===== src/hw/rtl/dpgd_pkg.sv =====
`default_nettype none
// ----------------------------------------------------------------------------
// dpgd_pkg
// Shared widths, register indexes, reset values and structs of the depth
// push gesture detector.
// ----------------------------------------------------------------------------
package dpgd_pkg;

    // Field widths.
    localparam int unsigned DepthW   = 11;
    localparam int unsigned PixW     = 19;
    localparam int unsigned TimeW    = 32;
    localparam int unsigned WeightW  = 16;
    localparam int unsigned FracW    = 16;
    localparam int unsigned BaseW    = DepthW + FracW;
    localparam int unsigned DeltaW   = 12;
    localparam int unsigned CountW   = 16;
    localparam int unsigned CfgDataW = 19;
    localparam int unsigned CfgIdxW  = 3;

    // Register indexes.
    localparam logic [CfgIdxW-1:0] RegWeightArmed    = 3'd0;
    localparam logic [CfgIdxW-1:0] RegWeightDisarmed = 3'd1;
    localparam logic [CfgIdxW-1:0] RegTriggerLevel   = 3'd2;
    localparam logic [CfgIdxW-1:0] RegRearmLevel     = 3'd3;
    localparam logic [CfgIdxW-1:0] RegMinBlobPixels  = 3'd4;
    localparam logic [CfgIdxW-1:0] RegCooldownMs     = 3'd5;

    // Register reset values.
    localparam logic [WeightW-1:0] WeightArmedRst    = 16'd2621;
    localparam logic [WeightW-1:0] WeightDisarmedRst = 16'd11796;
    localparam logic [DepthW-1:0]  TriggerLevelRst   = 11'd95;
    localparam logic [DepthW-1:0]  RearmLevelRst     = 11'd35;
    localparam logic [PixW-1:0]    MinBlobPixelsRst  = 19'd300;
    localparam logic [WeightW-1:0] CooldownMsRst     = 16'd350;

    // Configuration register set.
    typedef struct packed {
        logic [WeightW-1:0] weight_armed;
        logic [WeightW-1:0] weight_disarmed;
        logic [DepthW-1:0]  trigger_level;
        logic [DepthW-1:0]  rearm_level;
        logic [PixW-1:0]    min_blob_pixels;
        logic [WeightW-1:0] cooldown_ms;
    } cfg_t;

    // Tracker state carried from frame to frame.
    typedef struct packed {
        logic [BaseW-1:0]  baseline;
        logic              seeded;
        logic              armed;
        logic [CountW-1:0] click_total;
        logic [TimeW-1:0]  last_click_ms;
    } track_t;

    // Result of one frame.
    typedef struct packed {
        logic              clicked;
        logic [DeltaW-1:0] push_delta;
        logic              is_armed;
        logic [CountW-1:0] clicks_so_far;
    } result_t;

endpackage : dpgd_pkg
`default_nettype wire


===== src/hw/rtl/dpgd_update.sv =====
`default_nettype none
// ----------------------------------------------------------------------------
// dpgd_update
// Per-frame update: baseline averaging, delta, click and rearm decisions.
// Purely combinational; the caller registers state and result.
// ----------------------------------------------------------------------------
module dpgd_update (
    input  wire dpgd_pkg::cfg_t                  cfg,
    input  wire dpgd_pkg::track_t                cur,
    input  wire                                  blob_present,
    input  wire [dpgd_pkg::DepthW-1:0]           near_depth,
    input  wire [dpgd_pkg::PixW-1:0]             blob_pixels,
    input  wire [dpgd_pkg::TimeW-1:0]            now_ms,
    output dpgd_pkg::track_t                     nxt,
    output dpgd_pkg::result_t                    res
);
    import dpgd_pkg::*;

    localparam int unsigned DiffW = BaseW + 1;
    localparam int unsigned ProdW = DiffW + WeightW + 1;

    logic [BaseW-1:0]          depth_q;
    logic [BaseW-1:0]          base_eff;
    logic [WeightW-1:0]        weight;
    logic signed [DiffW-1:0]   diff;
    logic signed [ProdW-1:0]   prod;
    logic signed [ProdW-1:0]   step;
    logic signed [DiffW-1:0]   base_sum;
    logic [BaseW-1:0]          base_new;
    logic signed [DiffW-1:0]   delta_q;
    logic signed [DiffW-1:0]   delta_rnd;
    logic signed [DiffW-1:0]   trig_q;
    logic signed [DiffW-1:0]   rearm_q;
    logic [TimeW-1:0]          elapsed;
    logic                      fire;

    always_comb begin
        depth_q  = {near_depth, {FracW{1'b0}}};
        // The first frame after a gap seeds the baseline from the depth.
        base_eff = cur.seeded ? cur.baseline : depth_q;
        weight   = cur.armed ? cfg.weight_armed : cfg.weight_disarmed;

        // base*(1-w) + depth*w equals base + (depth-base)*w, rounded half up.
        diff     = $signed({1'b0, depth_q}) - $signed({1'b0, base_eff});
        prod     = ProdW'(diff) * $signed({1'b0, weight});
        step     = (prod + ProdW'(32'sd32768)) >>> FracW;
        base_sum = $signed({1'b0, base_eff}) + step[DiffW-1:0];
        base_new = base_sum[BaseW-1:0];

        delta_q  = $signed({1'b0, base_new}) - $signed({1'b0, depth_q});
        trig_q   = $signed({1'b0, cfg.trigger_level, {FracW{1'b0}}});
        rearm_q  = $signed({1'b0, cfg.rearm_level, {FracW{1'b0}}});

        // Integer part truncated toward zero.
        delta_rnd = delta_q[DiffW-1] ? (delta_q + DiffW'({FracW{1'b1}})) : delta_q;

        elapsed  = now_ms - cur.last_click_ms;
        fire     = cur.armed && (elapsed > TimeW'(cfg.cooldown_ms)) &&
                   (delta_q > trig_q) && (blob_pixels > cfg.min_blob_pixels);

        nxt = cur;
        res = '0;
        if (!blob_present) begin
            // No blob: drop the seed, re-arm, report zero delta.
            nxt.seeded = 1'b0;
            nxt.armed  = 1'b1;
        end else begin
            nxt.baseline = base_new;
            nxt.seeded   = 1'b1;
            if (fire) begin
                nxt.armed         = 1'b0;
                nxt.last_click_ms = now_ms;
                nxt.click_total   = cur.click_total + CountW'(1);
            end else if (!cur.armed && (delta_q < rearm_q)) begin
                nxt.armed = 1'b1;
            end
            res.clicked    = fire;
            res.push_delta = delta_rnd[DiffW-1:FracW];
        end
        res.is_armed      = nxt.armed;
        res.clicks_so_far = nxt.click_total;
    end

endmodule : dpgd_update
`default_nettype wire


===== src/hw/rtl/depth_push_gesture_detector_unit.sv =====
`default_nettype none
// ----------------------------------------------------------------------------
// depth_push_gesture_detector_unit
// Detects a push gesture from per-frame depth blob summaries and counts
// clicks, tracking a Q11.16 baseline with an exponential average.
// ----------------------------------------------------------------------------
//   Channel   Direction  Handshake            Contents
//   s_*       in         s_valid / s_ready    one frame summary
//   m_*       out        m_valid / m_ready    one frame result
//   cfg_*     in         cfg_wr_en            register index and data
//
// Each transfer is captured in an input register; from there the update
// logic (one 28x17 multiply, adds and compares) loads the result register
// and the tracker state together, and one frame is taken per cycle while
// the result register is not stalled. A stalled result register holds the
// input register, and s_ready then falls. Reset is synchronous and active
// low; it restores the register defaults, empties both registers and arms the tracker.
// ----------------------------------------------------------------------------
module depth_push_gesture_detector_unit (
    input  wire                              aclk,
    input  wire                              aresetn,
    // Input frame channel.
    input  wire                              s_valid,
    output logic                             s_ready,
    input  wire                              s_blob_present,
    input  wire [dpgd_pkg::DepthW-1:0]       s_near_depth,
    input  wire [dpgd_pkg::PixW-1:0]         s_blob_pixels,
    input  wire [dpgd_pkg::TimeW-1:0]        s_now_ms,
    // Result channel.
    output logic                             m_valid,
    input  wire                              m_ready,
    output logic                             m_clicked,
    output logic signed [dpgd_pkg::DeltaW-1:0] m_push_delta,
    output logic                             m_is_armed,
    output logic [dpgd_pkg::CountW-1:0]      m_clicks_so_far,
    // Configuration write port.
    input  wire                              cfg_wr_en,
    input  wire [dpgd_pkg::CfgIdxW-1:0]      cfg_index,
    input  wire [dpgd_pkg::CfgDataW-1:0]     cfg_data
);
    import dpgd_pkg::*;

    cfg_t              cfg_reg;
    track_t            track_reg;
    track_t            track_next;
    result_t           res_next;
    result_t           res_reg;
    logic              in_valid_reg;
    logic              out_valid_reg;
    logic              in_blob_present_reg;
    logic [DepthW-1:0] in_near_depth_reg;
    logic [PixW-1:0]   in_blob_pixels_reg;
    logic [TimeW-1:0]  in_now_ms_reg;
    logic              advance;

    // The result register is free when empty or being taken this cycle.
    assign advance = !out_valid_reg || m_ready;
    assign s_ready = !in_valid_reg || advance;

    // Configuration registers; unknown indexes are ignored.
    always_ff @(posedge aclk) begin
        if (!aresetn) begin
            cfg_reg.weight_armed    <= WeightArmedRst;
            cfg_reg.weight_disarmed <= WeightDisarmedRst;
            cfg_reg.trigger_level   <= TriggerLevelRst;
            cfg_reg.rearm_level     <= RearmLevelRst;
            cfg_reg.min_blob_pixels <= MinBlobPixelsRst;
            cfg_reg.cooldown_ms     <= CooldownMsRst;
        end else if (cfg_wr_en) begin
            unique case (cfg_index)
                RegWeightArmed:    cfg_reg.weight_armed    <= cfg_data[WeightW-1:0];
                RegWeightDisarmed: cfg_reg.weight_disarmed <= cfg_data[WeightW-1:0];
                RegTriggerLevel:   cfg_reg.trigger_level   <= cfg_data[DepthW-1:0];
                RegRearmLevel:     cfg_reg.rearm_level     <= cfg_data[DepthW-1:0];
                RegMinBlobPixels:  cfg_reg.min_blob_pixels <= cfg_data[PixW-1:0];
                RegCooldownMs:     cfg_reg.cooldown_ms     <= cfg_data[WeightW-1:0];
                default: ;
            endcase
        end
    end

    // Input register stage.
    always_ff @(posedge aclk) begin
        if (!aresetn) begin
            in_valid_reg <= 1'b0;
        end else if (s_ready) begin
            in_valid_reg <= s_valid;
        end
    end

    always_ff @(posedge aclk) begin
        if (s_ready && s_valid) begin
            in_blob_present_reg <= s_blob_present;
            in_near_depth_reg   <= s_near_depth;
            in_blob_pixels_reg  <= s_blob_pixels;
            in_now_ms_reg       <= s_now_ms;
        end
    end

    dpgd_update u_update (
        .cfg          (cfg_reg),
        .cur          (track_reg),
        .blob_present (in_blob_present_reg),
        .near_depth   (in_near_depth_reg),
        .blob_pixels  (in_blob_pixels_reg),
        .now_ms       (in_now_ms_reg),
        .nxt          (track_next),
        .res          (res_next)
    );

    // Tracker state and result register advance together.
    always_ff @(posedge aclk) begin
        if (!aresetn) begin
            track_reg.baseline      <= '0;
            track_reg.seeded        <= 1'b0;
            track_reg.armed         <= 1'b1;
            track_reg.click_total   <= '0;
            track_reg.last_click_ms <= '0;
            out_valid_reg           <= 1'b0;
        end else if (advance) begin
            out_valid_reg <= in_valid_reg;
            if (in_valid_reg) begin
                track_reg <= track_next;
            end
        end
    end

    always_ff @(posedge aclk) begin
        if (advance && in_valid_reg) begin
            res_reg <= res_next;
        end
    end

    assign m_valid         = out_valid_reg;
    assign m_clicked       = res_reg.clicked;
    assign m_push_delta    = $signed(res_reg.push_delta);
    assign m_is_armed      = res_reg.is_armed;
    assign m_clicks_so_far = res_reg.clicks_so_far;

endmodule : depth_push_gesture_detector_unit
`default_nettype wire

===== config.mk =====
export PLATFORM = sky130hd
export DESIGN_NAME = depth_push_gesture_detector_unit
export DESIGN_NICKNAME = d
export VERILOG_FILES = /design/src/hw/rtl/dpgd_pkg.sv /design/src/hw/rtl/dpgd_update.sv /design/src/hw/rtl/depth_push_gesture_detector_unit.sv
export SDC_FILE = /design/constraint.sdc
export NUM_CORES = 2
export LEC_CHECK = 0
export BUFFER_PORTS_ARGS = -buffer_cell sky130_fd_sc_hd__buf_4
export CORE_ASPECT_RATIO = 1.25
export CORE_UTILIZATION = 52
export DETAILED_ROUTE_END_ITERATION = 8
export PLACE_DENSITY = 0.69
export SLEW_MARGIN = 20
export SYNTH_ARGS = -nofsm -noshare
export SYNTH_HDL_FRONTEND = slang
export SYNTH_HIERARCHICAL = 1
export SYNTH_SLANG_ARGS = --single-unit

===== constraint.sdc =====
create_clock -name aclk -period 41.6 [get_ports aclk]
set_input_delay 2.08 -clock aclk [delete_from_list [all_inputs] [get_ports aclk]]
set_output_delay 2.08 -clock aclk [all_outputs]
set_load 0.05 [all_outputs]

==> metrics list <==
- Outcome: finished, final reports clean
- Total of buffers placed on input and output ports: 121
- Depth of the most critical reg-to-reg path: 58
- Compared with the post-synthesis result, the final layout area differs by 8.13%.
* Fin area: 0.0348 mm^2
- Antenna fix cells: 0
* Actual transition at the worst max-transition pin: 1.16 ns
- Worst-path maximum fanout: 52
- WP data required: 42.02 ns
* Number of antenna violations at the first check in global routing: 0
- Clock buffers created by TritonCTS: 27
- Highest Clock Rate: 0.0627 GHz
- Post-layout min period: 15.95 ns
- Root cell of the clock tree: sky130_fd_sc_hd__clkbuf_16
- Cts repair resizes: 0
* Worst max-slew margin expressed relative to the limit: 22.1%
- Hold-critical path depth: 2
- Counting instances in the post-synthesis netlist gives the leading cell types as sky130_fd_sc_hd__inv_1, sky130_fd_sc_hd__nand2_1, sky130_fd_sc_hd__fa_1, sky130_fd_sc_hd__nor2_1, sky130_fd_sc_hd__ha_1.
- The first detailed-routing pass took 5 iterations.
- Counting along the longest clock path gives a buffer depth of 3.
- In the routed design, unresolved DRC markers number 0.
* Number of enable flip-flop cells after synthesis: 93
* Die outline area: 0.0630 mm^2
- Category of the most critical setup path: flop to flop
- Wire length of the first global-routing pass: 132000 um
- Via count of the first global-routing pass: 25700
- Sequential fraction of the synthesis area: 19.1%
- Of the cells placed in the final design, the portion with a size suffix greater than 1 is 8.78%.
- Area of the mapped netlist: 0.0322 mm^2
- In this run, distinct cell masters in the synthesized netlist total 92.
* Hold bufs inserted after CTS: 0
- The die is 225 um wide.
- The final critical path takes up 38.4% of the cycle.
* Dominant cells by area after synthesis: sky130_fd_sc_hd__fa_1, sky130_fd_sc_hd__dfxtp_1, sky130_fd_sc_hd__ha_1
* Max-cap violations: 0
* Startpoint types: flop
* Total nets after synthesis: 4445
- Standard cell with the maximum stage delay on the critical path: sky130_fd_sc_hd__xnor2_1
- After detailed routing, the average wire length per cell comes to 17.9 um.
- Largest net degree at the start of global routing: 114
* GR peak layer: met2
- Starting Density: 52.8%
- Row cnt: 101
- Met1 track demand over resource: 29.1%
- After global routing the overflow that remains totals 0.
* Vias post-DR: 24700
- RSZ-0062 raised after global routing: no
* Fin nets: 4495
- Final sum of negative setup slack: 0 ns
- Setup violations remaining at the end of the flow were counted as 0.
* Hold Crit Class: flop to flop
- Top-Level Pins: 122
- Summed over its instances, the top area cell type makes up 26.3% of the synthesized netlist area.
* Per-cell via count in the routed design: 5.42
- The detail route stage leaves a number of antenna-violating nets equal to 0.
- Count of final hold-check violations: 0
* Core box area: 0.0610 mm^2
* GRT Resource Usage Total: 26.7%
* Primary flip-flop cell chosen by synthesis mapping: sky130_fd_sc_hd__dfxtp_1
- Gpl congestion: 0.915
- Top cell family by delay on the critical path: compound AO/OA/AOI/OAI gates
* Number of flip-flops in the largest register: 89
- On the worst path, the slowest cell contributes a delay of 0.78 ns.
- The clock reaches the later pin of the worst-skew pair after 0.57 ns.
- Number of H-tree levels: 1
* Setup crit end kind: flop
- Clock transition at the registers of the reported paths: 0.06 ns
* Register bit count reported by yosys: 261
- Global routing consumed, on the met2 layer, 50.5% of the routing resources.
- In the post-synthesis netlist, the cell with the most instances is sky130_fd_sc_hd__inv_1.
- Height of the die: 280 um
- For the final database, setup skew stands at 0.0260 ns.
- Buffer count from post-CTS setup fixing: 0
- Counting both buffers and inverters, the worst setup path holds a total of 6.
- The clock drives 261 sinks.
- For this block, the initial DRC count from the detailed router was 1170.
- For this run, asynchronously set or reset flops after synthesis account for 0%.
- Global-route met3 utilization: 2.40%
- Syn Inst Count: 3665
* Arrival time at the worst endpoint: 16.37 ns
* Cell area reported after detailed placement: 0.0339 mm^2
- Counting buffers and inverters, the worst setup path is 58 cells deep.
* Number of warnings issued by yosys: 6
* Largest area contributor in the netlist: sky130_fd_sc_hd__fa_1
- The cell that appears most often on the critical path is sky130_fd_sc_hd__fa_1.
* Detailed Place HPWL: 65000 um
- The average instance in the mapped netlist occupies 8.79 um^2.
* Clock tree from TritonCTS: yes
* Sum of routed wire length over all layers: 81800 um
- The max-slew violation total from the final report is 0.
==> worst paths after layout <==
| kind | slack, ns | end | start |
|---|---|---|---|
| setup / recovery | 25.65 | track_reg[33] | track_reg[49] |
| hold / removal | 0.47 | cfg_reg[81] | cfg_reg[81] |
| setup reg to reg | 25.65 | track_reg[33] | track_reg[49] |
| hold reg to reg | 0.47 | cfg_reg[81] | cfg_reg[81] |
==> worst register-to-register path, delay by kind of cell, from the launching register on <==
kind / cells / cell delay (ns)
flops: 1 / 0.31
simple gates: 11 / 2.89
fa+ha+maj: 12 / 5.04
mux: 2 / 0.47
xor+xnor: 3 / 1.07
compound gates: 24 / 5.13
buf+inv: 6 / 0.92
==> final cells by class <==
class,count,area (um^2)
fill,5586,26200
tap,824,1030
multi-input combinational,2542,22700
inverter,717,2690
clock inverter,16,185
timing repair buffer,166,1280
sequential,261,6160
clock buffer,34,752
==> logic make-up (layout without fill, tap and decap cells) <==
logic type / count (synthesis) / after routing / synth area share (%)
flip-flops: 261 / 261 / 19.1
adder cells (fa/ha/maj): 691 / 691 / 36.7
buffers and inverters: 862 / 933 / 10.5
AND/OR/NAND/NOR: 1106 / 1106 / 15.2
AO/OA/AOI/OAI: 417 / 417 / 8.56
multiplexers: 180 / 180 / 5.82
XOR/XNOR: 148 / 148 / 4.07
==> per-layer routing <==
metal | share of wire, % | vias to the layer above
met1 | 37 | 12100
met2 | 53 | 688
met5 | 0 | -
li1 | - | 11700
met4 | 6.1 | 0
met3 | 4.5 | 229
==> placed cells by master, fill, tap and decap left out, types with 40 or more instances in the layout <==
cell type                  netlist  final
sky130_fd_sc_hd__buf_4          22    163
sky130_fd_sc_hd__xor2_1         57     56
sky130_fd_sc_hd__inv_1         716    716
sky130_fd_sc_hd__nor2_1        337    337
sky130_fd_sc_hd__nand3_1        97     97
sky130_fd_sc_hd__mux2i_1       122    113
sky130_fd_sc_hd__o21ai_0       111    111
sky130_fd_sc_hd__fa_1          423    423
sky130_fd_sc_hd__ha_1          267    267
sky130_fd_sc_hd__edfxtp_1       93     93
sky130_fd_sc_hd__nand2_1       462    462
sky130_fd_sc_hd__dfxtp_1       168    167
sky130_fd_sc_hd__a21o_1         40     40
sky130_fd_sc_hd__a21oi_1        92     92
sky130_fd_sc_hd__xnor2_1        89     88
sky130_fd_sc_hd__mux2_2         58     58
==> metrics by stage <==
step / hold WS (ns) / utilization (%) / std cells / setup WS (ns)
floorplan: 0.435 / - / 3665 / 27.56
global placement: 0.452 / 55.5 / 4508 / 25.94
detailed placement: 0.460 / 55.5 / 4508 / 25.79
CTS: 0.470 / 57.0 / 4558 / 25.76
global route: 0.487 / 57.1 / 4560 / 24.57
finish: 0.468 / 57.1 / 4560 / 25.65
Power is not shown: default switching activity piles up to over one toggle a cycle in this logic, so the estimate is an artifact.
